### src/rtl/tsss_pkg.sv
// ----------------------------------------------------------------------------
// tsss_pkg
// Shared types and constants of the thermal stage step sequencer.
// ----------------------------------------------------------------------------
`timescale 1ns / 1ps

package tsss_pkg;

  // item kinds, carried on in_tuser
  typedef enum logic [1:0] {
    KIND_LOAD    = 2'd0,
    KIND_RESTART = 2'd1,
    KIND_ADVANCE = 2'd2,
    KIND_REPORT  = 2'd3
  } kind_t;

  // register indexes (byte address = 4 * index)
  localparam logic [2:0] REG_STEP_COUNT  = 3'd0;
  localparam logic [2:0] REG_CYCLE_TOTAL = 3'd1;
  localparam logic [2:0] REG_AD_ON       = 3'd2;
  localparam logic [2:0] REG_AD_START    = 3'd3;
  localparam logic [2:0] REG_TEMP_FLOOR  = 3'd4;
  localparam logic [2:0] REG_TEMP_CEIL   = 3'd5;

  localparam int CFG_AW   = 5;
  localparam int CFG_DW   = 32;
  localparam int IN_DW    = 64;
  localparam int IN_UW    = 2;
  localparam int OUT_DW   = 48;

  localparam int SCNT_W   = 5;
  localparam int CTOT_W   = 10;
  localparam int TEMP_W   = 14;
  localparam int TDLT_W   = 12;
  localparam int HOLD_W   = 16;
  localparam int HDLT_W   = 13;
  localparam int CYC_W    = 11;
  localparam int OPOS_W   = 4;

  localparam logic [CYC_W-1:0]  CYC_MAX        = 11'd2047;
  localparam logic [CYC_W-1:0]  CYC_FIRST      = 11'd1;
  localparam logic [TEMP_W-1:0] TEMP_CEIL_RST  = 14'd12000;

  // one stored step
  typedef struct packed {
    logic signed [HDLT_W-1:0] hdelta;
    logic        [HOLD_W-1:0] hold;
    logic signed [TDLT_W-1:0] tdelta;
    logic        [TEMP_W-1:0] temp;
  } entry_t;

endpackage

### src/rtl/thermal_stage_step_sequencer_top.sv
// ----------------------------------------------------------------------------
// thermal_stage_step_sequencer_top
// Throughput: one item per cycle unless out_tready stalls; an accepted item
// moves through three register stages (table read, multiply, add and clamp)
// with per-stage ready, so bubbles fill while out_tready is low.
// Reset: synchronous rst_n puts the stage on step 0, cycle 1 and the registers
// at their reset values; table entries stay undefined until loaded.
// ----------------------------------------------------------------------------
`timescale 1ns / 1ps

module thermal_stage_step_sequencer_top #(
  parameter int MAX_STEPS = 16
) (
  input  logic                          clk,
  input  logic                          rst_n,
  // configuration port
  input  logic                          cfg_psel,
  input  logic                          cfg_penable,
  input  logic                          cfg_pwrite,
  input  logic [tsss_pkg::CFG_AW-1:0]   cfg_paddr,
  input  logic [tsss_pkg::CFG_DW-1:0]   cfg_pwdata,
  output logic [tsss_pkg::CFG_DW-1:0]   cfg_prdata,
  output logic                          cfg_pready,
  // input items
  input  logic                          in_tvalid,
  output logic                          in_tready,
  // entry_index[3:0], entry_temperature[17:4], entry_temp_delta[29:18],
  // entry_hold[45:30], entry_hold_delta[58:46], zero fill [63:59]
  input  logic [tsss_pkg::IN_DW-1:0]    in_tdata,
  // kind[1:0]
  input  logic [tsss_pkg::IN_UW-1:0]    in_tuser,
  // result items
  output logic                          out_tvalid,
  input  logic                          out_tready,
  // step_valid[0], step_position[4:1], cycle_number[15:5],
  // target_temperature[29:16], target_hold[45:30], more_steps[46], zero [47]
  output logic [tsss_pkg::OUT_DW-1:0]   out_tdata
);

  import tsss_pkg::*;

  // position runs 0..MAX_STEPS (a position at the step count or above meaning finished)
  localparam int POS_W = $clog2(MAX_STEPS + 1);
  localparam int IDX_W = (MAX_STEPS > 1) ? $clog2(MAX_STEPS) : 1;
  localparam int CNT_W = (POS_W > SCNT_W) ? POS_W : SCNT_W;
  localparam logic [CNT_W-1:0] MAX_CNT = CNT_W'(MAX_STEPS);
  localparam int TP_W  = TDLT_W + CYC_W + 1;
  localparam int HP_W  = HDLT_W + CYC_W + 1;
  localparam int SUM_W = 26;

  // --------------------------------------------------------------------------
  // Configuration registers
  // --------------------------------------------------------------------------
  logic [SCNT_W-1:0] step_count_r;
  logic [CTOT_W-1:0] cycle_total_r;
  logic              ad_on_r;
  logic [CTOT_W-1:0] ad_start_r;
  logic [TEMP_W-1:0] temp_floor_r;
  logic [TEMP_W-1:0] temp_ceil_r;

  logic       cfg_wr;
  logic [2:0] reg_sel;

  assign cfg_pready = 1'b1;
  assign cfg_wr     = cfg_psel && cfg_penable && cfg_pwrite && cfg_pready;
  assign reg_sel    = cfg_paddr[CFG_AW-1:2];

  always_ff @(posedge clk) begin
    if (!rst_n) begin
      step_count_r  <= SCNT_W'(1);
      cycle_total_r <= CTOT_W'(1);
      ad_on_r       <= 1'b0;
      ad_start_r    <= '0;
      temp_floor_r  <= '0;
      temp_ceil_r   <= TEMP_CEIL_RST;
    end else if (cfg_wr) begin
      unique case (reg_sel)
        REG_STEP_COUNT:  step_count_r  <= cfg_pwdata[SCNT_W-1:0];
        REG_CYCLE_TOTAL: cycle_total_r <= cfg_pwdata[CTOT_W-1:0];
        REG_AD_ON:       ad_on_r       <= cfg_pwdata[0];
        REG_AD_START:    ad_start_r    <= cfg_pwdata[CTOT_W-1:0];
        REG_TEMP_FLOOR:  temp_floor_r  <= cfg_pwdata[TEMP_W-1:0];
        REG_TEMP_CEIL:   temp_ceil_r   <= cfg_pwdata[TEMP_W-1:0];
        default: ;
      endcase
    end
  end

  always_comb begin
    unique case (reg_sel)
      REG_STEP_COUNT:  cfg_prdata = CFG_DW'(step_count_r);
      REG_CYCLE_TOTAL: cfg_prdata = CFG_DW'(cycle_total_r);
      REG_AD_ON:       cfg_prdata = CFG_DW'(ad_on_r);
      REG_AD_START:    cfg_prdata = CFG_DW'(ad_start_r);
      REG_TEMP_FLOOR:  cfg_prdata = CFG_DW'(temp_floor_r);
      REG_TEMP_CEIL:   cfg_prdata = CFG_DW'(temp_ceil_r);
      default:         cfg_prdata = '0;
    endcase
  end

  // step count limited to the table depth
  logic [CNT_W-1:0] count;
  assign count = (CNT_W'(step_count_r) > MAX_CNT) ? MAX_CNT : CNT_W'(step_count_r);

  // --------------------------------------------------------------------------
  // Handshake: each stage moves when it is empty or the next one moves
  // --------------------------------------------------------------------------
  logic s1_v_r, s2_v_r, out_v_r;
  logic out_rdy, s2_rdy, s1_rdy, acc;

  assign out_rdy   = !out_v_r || out_tready;
  assign s2_rdy    = !s2_v_r || out_rdy;
  assign s1_rdy    = !s1_v_r || s2_rdy;
  assign in_tready = s1_rdy;
  assign acc       = in_tvalid && in_tready;
  assign out_tvalid = out_v_r;

  // --------------------------------------------------------------------------
  // Input decode and sequencer state update (on accept)
  // --------------------------------------------------------------------------
  kind_t             kind;
  logic [3:0]        in_idx;
  entry_t            in_entry;

  assign kind            = kind_t'(in_tuser);
  assign in_idx          = in_tdata[3:0];
  assign in_entry.temp   = in_tdata[17:4];
  assign in_entry.tdelta = in_tdata[29:18];
  assign in_entry.hold   = in_tdata[45:30];
  assign in_entry.hdelta = in_tdata[58:46];

  logic [POS_W-1:0] pos_r, pos_nxt, pos_inc;
  logic [CYC_W-1:0] cyc_r, cyc_nxt, cyc_inc;

  assign pos_inc = pos_r + 1'b1;
  assign cyc_inc = (cyc_r < CYC_MAX) ? cyc_r + 1'b1 : cyc_r;

  always_comb begin
    pos_nxt = pos_r;
    cyc_nxt = cyc_r;
    case (kind)
      KIND_RESTART: begin
        pos_nxt = '0;
        cyc_nxt = CYC_FIRST;
      end
      KIND_ADVANCE: begin
        if (CNT_W'(pos_r) < count) begin
          if (CNT_W'(pos_inc) >= count) begin
            // end of the step list: count a cycle, wrap if cycles remain
            cyc_nxt = cyc_inc;
            pos_nxt = (cyc_inc <= CYC_W'(cycle_total_r)) ? '0 : pos_inc;
          end else begin
            pos_nxt = pos_inc;
          end
        end
      end
      default: ;
    endcase
  end

  always_ff @(posedge clk) begin
    if (!rst_n) begin
      pos_r <= '0;
      cyc_r <= CYC_FIRST;
    end else if (acc) begin
      pos_r <= pos_nxt;
      cyc_r <= cyc_nxt;
    end
  end

  // --------------------------------------------------------------------------
  // Step table: write on a load, registered read at the new position
  // --------------------------------------------------------------------------
  entry_t           step_mem [MAX_STEPS];
  logic             wr_en;
  logic [IDX_W-1:0] wr_idx, rd_idx;

  assign wr_en  = (kind == KIND_LOAD) && (32'(in_idx) < MAX_STEPS);
  assign wr_idx = IDX_W'(in_idx);
  assign rd_idx = pos_nxt[IDX_W-1:0];

  always_ff @(posedge clk) begin
    if (acc && wr_en) begin
      step_mem[wr_idx] <= in_entry;
    end
  end

  // stage 1: entry, position and cycle after the update
  entry_t           s1_ent_r;
  logic [POS_W-1:0] s1_pos_r;
  logic [CYC_W-1:0] s1_cyc_r;

  always_ff @(posedge clk) begin
    if (acc) begin
      // write-first bypass when a load hits the current step
      s1_ent_r <= (wr_en && (wr_idx == rd_idx)) ? in_entry : step_mem[rd_idx];
      s1_pos_r <= pos_nxt;
      s1_cyc_r <= cyc_nxt;
    end
  end

  // --------------------------------------------------------------------------
  // Stage 2: validity, look-ahead flag, delta products
  // --------------------------------------------------------------------------
  logic                    valid_c, apply_c, more_c;
  logic [CYC_W-1:0]        elapsed_c;
  logic signed [CYC_W:0]   el_s_c;
  logic signed [TP_W-1:0]  tprod_c;
  logic signed [HP_W-1:0]  hprod_c;

  assign valid_c   = CNT_W'(s1_pos_r) < count;
  assign apply_c   = ad_on_r && (s1_cyc_r > CYC_W'(ad_start_r));
  assign elapsed_c = s1_cyc_r - CYC_W'(ad_start_r);
  assign el_s_c    = signed'({1'b0, elapsed_c});
  assign tprod_c   = s1_ent_r.tdelta * el_s_c;
  assign hprod_c   = s1_ent_r.hdelta * el_s_c;
  assign more_c    = (count != '0) &&
                     ((valid_c && ((CNT_W+1)'(s1_pos_r) + 1'b1 < (CNT_W+1)'(count))) ||
                      ((CYC_W+1)'(s1_cyc_r) + 1'b1 <= (CYC_W+1)'(cycle_total_r)));

  logic                   s2_valid_r, s2_apply_r, s2_more_r;
  logic [OPOS_W-1:0]      s2_pos_r;
  logic [CYC_W-1:0]       s2_cyc_r;
  logic [TEMP_W-1:0]      s2_temp_r;
  logic [HOLD_W-1:0]      s2_hold_r;
  logic signed [TP_W-1:0] s2_tprod_r;
  logic signed [HP_W-1:0] s2_hprod_r;

  always_ff @(posedge clk) begin
    if (s1_v_r && s2_rdy) begin
      s2_valid_r <= valid_c;
      s2_apply_r <= apply_c;
      s2_more_r  <= more_c;
      s2_pos_r   <= valid_c ? OPOS_W'(s1_pos_r) : '0;
      s2_cyc_r   <= s1_cyc_r;
      s2_temp_r  <= s1_ent_r.temp;
      s2_hold_r  <= s1_ent_r.hold;
      s2_tprod_r <= tprod_c;
      s2_hprod_r <= hprod_c;
    end
  end

  // --------------------------------------------------------------------------
  // Stage 3: add and clamp into the result register
  // --------------------------------------------------------------------------
  logic signed [SUM_W-1:0] t_sum_c, h_sum_c, t_floor_c, t_ceil_c;
  logic [TEMP_W-1:0]       t_res_c;
  logic [HOLD_W-1:0]       h_res_c;

  assign t_sum_c   = SUM_W'(signed'({1'b0, s2_temp_r})) + SUM_W'(s2_tprod_r);
  assign h_sum_c   = SUM_W'(signed'({1'b0, s2_hold_r})) + SUM_W'(s2_hprod_r);
  assign t_floor_c = SUM_W'(temp_floor_r);
  assign t_ceil_c  = SUM_W'(temp_ceil_r);

  always_comb begin
    t_res_c = s2_temp_r;
    h_res_c = s2_hold_r;
    if (s2_apply_r) begin
      // floor first: with a floor above the ceiling, sums below the floor take the floor, all others the ceiling
      if (t_sum_c < t_floor_c) begin
        t_res_c = temp_floor_r;
      end else if (t_sum_c > t_ceil_c) begin
        t_res_c = temp_ceil_r;
      end else begin
        t_res_c = t_sum_c[TEMP_W-1:0];
      end
      if (h_sum_c < 0) begin
        h_res_c = '0;
      end else if (h_sum_c > SUM_W'(65535)) begin
        h_res_c = '1;
      end else begin
        h_res_c = h_sum_c[HOLD_W-1:0];
      end
    end
    if (!s2_valid_r) begin
      t_res_c = '0;
      h_res_c = '0;
    end
  end

  logic              o_valid_r, o_more_r;
  logic [OPOS_W-1:0] o_pos_r;
  logic [CYC_W-1:0]  o_cyc_r;
  logic [TEMP_W-1:0] o_temp_r;
  logic [HOLD_W-1:0] o_hold_r;

  always_ff @(posedge clk) begin
    if (s2_v_r && out_rdy) begin
      o_valid_r <= s2_valid_r;
      o_more_r  <= s2_more_r;
      o_pos_r   <= s2_pos_r;
      o_cyc_r   <= s2_cyc_r;
      o_temp_r  <= t_res_c;
      o_hold_r  <= h_res_c;
    end
  end

  assign out_tdata = {1'b0, o_more_r, o_hold_r, o_temp_r, o_cyc_r, o_pos_r, o_valid_r};

  // stage valid bits
  always_ff @(posedge clk) begin
    if (!rst_n) begin
      s1_v_r  <= 1'b0;
      s2_v_r  <= 1'b0;
      out_v_r <= 1'b0;
    end else begin
      if (s1_rdy) begin
        s1_v_r <= in_tvalid;
      end
      if (s2_rdy) begin
        s2_v_r <= s1_v_r;
      end
      if (out_rdy) begin
        out_v_r <= s2_v_r;
      end
    end
  end

endmodule
### config.mk
export PLATFORM = sky130hd
export DESIGN_NAME = thermal_stage_step_sequencer_top
export DESIGN_NICKNAME = d
export VERILOG_FILES = /design/src/rtl/tsss_pkg.sv /design/src/rtl/thermal_stage_step_sequencer_top.sv
export SDC_FILE = /design/constraint.sdc
export NUM_CORES = 2
export LEC_CHECK = 0
export BUFFER_PORTS_ARGS = -buffer_cell sky130_fd_sc_hd__buf_2
export CAP_MARGIN = 20
export CORE_MARGIN = 3
export CORE_UTILIZATION = 55
export CTS_BUF_LIST = sky130_fd_sc_hd__clkbuf_16
export CTS_CLUSTER_DIAMETER = 50
export DETAILED_ROUTE_END_ITERATION = 10
export GPL_ROUTABILITY_DRIVEN = 0
export PLACE_DENSITY_LB_ADDON = 0.2
export SYNTH_ARGS = -nofsm -noshare
export SYNTH_HDL_FRONTEND = slang
export SYNTH_SLANG_ARGS = --single-unit
### constraint.sdc
create_clock -name clk -period 14.52 [get_ports clk]
set_input_delay 2.904 -clock clk [delete_from_list [all_inputs] [get_ports clk]]
set_output_delay 2.904 -clock clk [all_outputs]
set_load 0.1 [all_outputs]
Yosys cells after proc, flatten, opt, wreduce, memory -nomap -nowiden
Memory sizes are Yosys's and may differ from the RTL's. A register that Yosys moved wholly into a read port is not among the register bits.
Index checks and enable logic that the tools add are counted.
{ "word_totals": {"reg_bits": 233, "mem_bits_rw": 880, "out_inout_bits": 83, "elab_cells": 101, "memories": 1} }
{ "memory_table": {"columns": ["memory", "words", "width", "read_ports", "rd_clocked_by_memory_dff", "wr", "line", "rtl"], "rows": [
  ["step_mem", 16, 55, 1, 1, 1, "thermal_stage_step_sequencer_top.sv:174", "entry_t step_mem [MAX_STEPS];"]
]} }
{ "op_classes": {"add_sub_neg": 7, "multipliers": 2, "order_cmp": 13, "eq_ne": 7, "mux": 18, "reduce_logical": 25} }
{ "op_table": {"columns": ["op", "count"], "rows": [
  ["14-bit case mux with 6 select lines", 1],
  ["16-bit two-way mux", 3],
  ["14-bit two-way mux", 3],
  ["11-bit two-way mux", 3],
  ["17-bit by 25-bit adder with 26-bit output", 1],
  ["26-bit by 17-bit > comparator with 1-bit output, second input constant", 1],
  ["26-bit by 1-bit less-than comparator with 1-bit output, second input constant", 1],
  ["15-bit by 24-bit adder with 25-bit output", 1],
  ["25-bit by 15-bit > comparator with 1-bit output", 1],
  ["25-bit by 15-bit less-than comparator with 1-bit output", 1],
  ["13-bit by 12-bit multiplier with 25-bit output", 1],
  ["12-bit by 12-bit multiplier with 24-bit output", 1],
  ["11-bit case mux with 2 select lines", 1],
  ["5-bit two-way mux", 4],
  ["11-bit by 1-bit adder with 12-bit output, second input constant", 1],
  ["12-bit by 10-bit less-or-equal comparator with 1-bit output", 1],
  ["2-bit AND reduction", 6],
  ["11-bit by 1-bit adder with 11-bit output, second input constant", 1],
  ["11-bit by 10-bit > comparator with 1-bit output", 1],
  ["11-bit by 10-bit less-or-equal comparator with 1-bit output", 1],
  ["11-bit less-than comparator, second input constant", 1],
  ["11-bit by 10-bit subtractor with 11-bit output", 1],
  ["5-bit less-than comparator", 2],
  ["5-bit case mux with 2 select lines", 1],
  ["other kinds (17)", 33]
]} }

Longest topological paths before layout
{ "depth": {"depth_word": 8, "mapped_depth": 33} }

Worst setup path before layout
Ideal clock, no wire load.
{ "synth_timing": {"path_kind": "input to register", "start": "in out_tready", "end": "reg s2_apply_r, enable pin", "setup_time_ns": 0.701, "t_arrival_ns": 10.027, "t_required_ns": 13.819, "path_slack_ns": 3.793, "stages": 2, "n_path_buf": 0, "cell_sequence": "nor2b_1 > a21boi_0"} }
{ "synth_via": {"elab_chain_len": 3} }
{ "synth_lines": {"columns": ["item", "line", "rtl"], "rows": [
  ["start, declared", "thermal_stage_step_sequencer_top.sv:34", "input logic out_tready,"],
  ["1-bit logical OR", "thermal_stage_step_sequencer_top.sv:111", "assign out_rdy = !out_v_r || out_tready;"],
  ["1-bit logical OR", "thermal_stage_step_sequencer_top.sv:112", "assign s2_rdy = !s2_v_r || out_rdy;"],
  ["1-bit logical AND", "thermal_stage_step_sequencer_top.sv:230", "if (s1_v_r && s2_rdy) begin"],
  ["end signal, assigned", "thermal_stage_step_sequencer_top.sv:232", "s2_apply_r <= apply_c;"],
  ["end, declared", "thermal_stage_step_sequencer_top.sv:221", "logic s2_valid_r, s2_apply_r, s2_more_r;"]
]} }
No other way between the ends.
A chain may end at the register's enable or synchronous reset.

Worst setup path after layout
{ "layout_timing": {"start": "reg s1_cyc_r[1]", "end": "reg s2_tprod_r[23], data pin"} }
{ "layout_via": {"elab_chain_len": 2} }
{ "layout_lines": {"columns": ["item", "line", "rtl"], "rows": [
  ["start, declared", "thermal_stage_step_sequencer_top.sv:191", "logic [CYC_W-1:0] s1_cyc_r;"],
  ["start signal, assigned", "thermal_stage_step_sequencer_top.sv:198", "s1_cyc_r <= cyc_nxt;"],
  ["11-bit by 10-bit subtractor with 11-bit output", "thermal_stage_step_sequencer_top.sv:213", "assign elapsed_c = s1_cyc_r - CYC_W'(ad_start_r);"],
  ["12-bit by 12-bit multiplier with 24-bit output", "thermal_stage_step_sequencer_top.sv:215", "assign tprod_c = s1_ent_r.tdelta * el_s_c;"],
  ["net tprod_c[23]", "thermal_stage_step_sequencer_top.sv:208", "logic signed [TP_W-1:0] tprod_c;"],
  ["end signal, assigned", "thermal_stage_step_sequencer_top.sv:238", "s2_tprod_r <= tprod_c;"],
  ["end, declared", "thermal_stage_step_sequencer_top.sv:226", "logic signed [TP_W-1:0] s2_tprod_r;"]
]} }
The timed path passes the listed nets, and every way through them passes these cells.

==> flow_metrics.env <==
export IMPL_status="completed"
export IMPL_critPathKind="flop to flop"
export IMPL_r2r_setup_slack_ns=6.20
export IMPL_postCtsSetupBuffers=0
export IMPL_cts_clk_slew_worst_paths_ns=0.06
export IMPL_period_minus_slack_ns=8.32
export IMPL_synthDominantCellAreaShare_pct=54.1
export IMPL_cp_start_kind="flop"
export IMPL_synth_edf_count=1095
export IMPL_final_setup_skew_ns=0.0383
export IMPL_hpwl_um=89700
export IMPL_htreeDepth=4
export IMPL_final_setup_tns_ns=0
export IMPL_port_buffers=147
export IMPL_root_buffer="clkbuf_16"
export IMPL_ys_warn_count=0
export IMPL_syn_inst=5180
export IMPL_setup_viol=0
export IMPL_drt_iter0_drc=3511
export IMPL_drtPass1Iterations=6
export IMPL_viasPerCell=5.78
export IMPL_via_count=39600
export IMPL_finalMaxSlewViolations=0
export IMPL_synth_area_mm2=0.0608
export IMPL_path_max_fanout=25
export IMPL_syn_avg_cell_area_um2=11.7
export IMPL_yosysTopAreaCell="edfxtp_1"
export IMPL_hp_class="flop to flop"
export IMPL_total_power_mw=13.6
export IMPL_ys_flop_type="edfxtp_1"
export IMPL_ant_nets=0
export IMPL_critical_path_startpoint="s1_cyc_r[1]"
export IMPL_area_delta_synth_final_pct=10.7
export IMPL_fin_util_pct=61.6
export IMPL_rows=121
export IMPL_cts_sinks=1168
export IMPL_hold_depth=0
export IMPL_async_flop_share_pct=0
export IMPL_fmax_ghz=0.120
export IMPL_min_to="o_pos_r[0]"
export IMPL_cts_inserted_buffers=133
export IMPL_synth_common_cells="edfxtp_1, nand2_1, inv_1"
export IMPL_hold_start="s2_pos_r[0]"
export IMPL_p_leak_nw=25.6
export IMPL_hold_buffers=0
export IMPL_grt_antenna_before_repair=23
export IMPL_ys_ff_latch=1168
export IMPL_start_util_pct=55.6
export IMPL_grt_pass1_vias=38800
export IMPL_rsz0062_at_grt="no"
export IMPL_timing_rr_end="s2_tprod_r[23]"
export IMPL_ys_types=88
export IMPL_avgRoutedWirePerCell_um=21.6
export IMPL_grt_pass1_wl_um=229000
export IMPL_fin_crit_sh_pct=57.3
export IMPL_yosysSeqAreaShare_pct=56.5
export IMPL_cp_end_kind="flop"
export IMPL_p_per_area_mw_per_mm2=202
export IMPL_die_width_um=338
export IMPL_overflow=0
export IMPL_ff2ff_path_depth=26
export IMPL_ir_worst_vdd_uv=231
export IMPL_grt_usage_pct=25.8
export IMPL_grt_max_degree=132
export IMPL_drt_total_wl_um=148000
export IMPL_drive_gt1_share_pct=8.95
export IMPL_dieArea_mm2=0.115
export IMPL_worstReg2RegStart="s1_cyc_r[1]"
export IMPL_nets=5850
export IMPL_clkLatencyLatePin_ns=0.74
export IMPL_cp_required_ns=14.98
export IMPL_dieHeight_um=338
export IMPL_cap_viol_max_count=0
export IMPL_hold_viol_final=0
export IMPL_relSlewSlack_pct=24.1
export IMPL_synth_most_common_cell="edfxtp_1"
export IMPL_io_pins=193
export IMPL_cts_tree="yes"
export IMPL_ctsLongestPathBuffers=3
export IMPL_core_area_mm2=0.109
export IMPL_worst_pin_slew_ns=1.14
export IMPL_yosys_top_cells_area="edfxtp_1, fa_1, nand2_1"
export IMPL_crit_arrival_ns=8.78
export IMPL_drc_errors=0
export IMPL_ctsResizeCount=0
metal layers:
metal | GRT usage [%] | share of wire, % | up-vias
li1 | - | - | 18300
met1 | 35.5 | 42 | 19600
met2 | 41.4 | 47 | 1430
met3 | 4.94 | 7.4 | 290
met4 | 9.37 | 3.2 | 14
met5 | 0 | 0.060 | -
worst max-delay path by stage:
| stage | endpoint | slack (ns) | depth (start not counted) |
|---|---|---|---|
| 2_1_floorplan | s2_apply_r | 3.79 | 2 |
| 3_3_place_gp | s1_ent_r[37] | 6.06 | 14 |
| 3_5_place_dp | s1_ent_r[37] | 6.03 | 14 |
| 4_1_cts | s2_tprod_r[23] | 6.24 | 26 |
| 5_1_grt | s2_tprod_r[23] | 5.64 | 26 |
| 6_report | s2_tprod_r[23] | 6.20 | 26 |
critical path, stage by stage, from the launching register on:
cell,delay [ns]
edfxtp_1,0.56
ha_1,0.39
nor2b_1,0.13
o21ai_0,0.10
a21boi_0,0.28
o21ai_0,0.12
nand2_1,0.19
a21o_1,0.15
a21oi_1,0.15
xnor2_4,0.74
nand2_1,0.18
fa_1,0.46
fa_1,0.51
fa_1,0.49
inv_1,0.06
fa_1,0.53
inv_1,0.05
fa_1,0.53
inv_1,0.04
ha_1,0.23
o41ai_1,0.72
o2111a_1,0.36
o31ai_1,0.11
or4_1,0.46
a31o_2,0.25
a21oi_1,0.16
xnor2_1,0.08
metrics by stage:
stage               instance area, µm²  cells  hold slack, ns  setup WS (ns)
finish                           67300   6850           0.407           6.20
detailed placement               63000   6597           0.405           6.03
CTS                              67300   6841           0.408           6.24
floorplan                        60900   5198           0.400           3.79
global route                     67300   6845           0.419           5.64
global placement                 63000   6597           0.403           6.06
layout by cell type, fill, tap and decap left out, types with 24 or more instances in the layout:
| cell type | count |
|---|---|
| a221oi_1 | 63 |
| a22o_1 | 58 |
| inv_1 | 493 |
| buf_2 | 147 |
| nor2b_1 | 67 |
| clkbuf_16 | 138 |
| mux2i_1 | 118 |
| a21o_1 | 26 |
| o21ai_0 | 136 |
| nor3_1 | 26 |
| xnor2_1 | 64 |
| nand3_1 | 320 |
| edfxtp_1 | 1095 |
| ha_1 | 222 |
| dfxtp_1 | 73 |
| nor2_1 | 132 |
| fa_1 | 262 |
| o221a_1 | 53 |
| and2_1 | 79 |
| nand2_1 | 907 |
| a21oi_1 | 320 |
| nand2b_1 | 94 |
| clkinv_1 | 24 |
| buf_4 | 63 |
state kept, by name, summed over array words and instances, names as in the netlist, 4 cells and up:
register       count
ad_start_r        10
temp_ceil_r       14
step_mem         880
o_cyc_r           11
temp_floor_r      14
step_count_r       5
o_temp_r          14
s2_hold_r         16
s2_temp_r         14
s1_pos_r           5
cyc_r             11
o_pos_r            4
s1_cyc_r          11
s1_ent_r          55
cycle_total_r     10
s2_tprod_r        24
s2_cyc_r          11
o_hold_r          16
s2_pos_r           4
pos_r              5
s2_hprod_r        25
where the power goes:
part           internal, mW  switching [mW]  total [mW]
combinational          2.65            3.51        6.17
clock                  1.85            1.37        3.22
sequential             4.12           0.111        4.23
cell families (layout without fill, tap and decap cells):
group	Yosys count	after routing	synth area share [%]
mux	125	125	2.13
fa+ha+maj	484	484	13.2
simple gates	1716	1716	12.7
flops	1168	1168	56.5
compound gates	833	833	9.17
buf+inv	759	926	5.00
xor+xnor	93	93	1.34
other cells	2	29	0.0124
final cells by class:
type / count / area, µm²
Multi-Input combinational cell: 3271 / 23800
Timing Repair Buffer: 211 / 1230
Sequential cell: 1168 / 34300
Fill cell: 8633 / 42000
Inverter: 471 / 1780
Clock buffer: 138 / 3450
Tap cell: 1476 / 1850
Antenna cell: 9 / 22.5
Clock inverter: 106 / 850
Power figures use the tool's default switching activity.
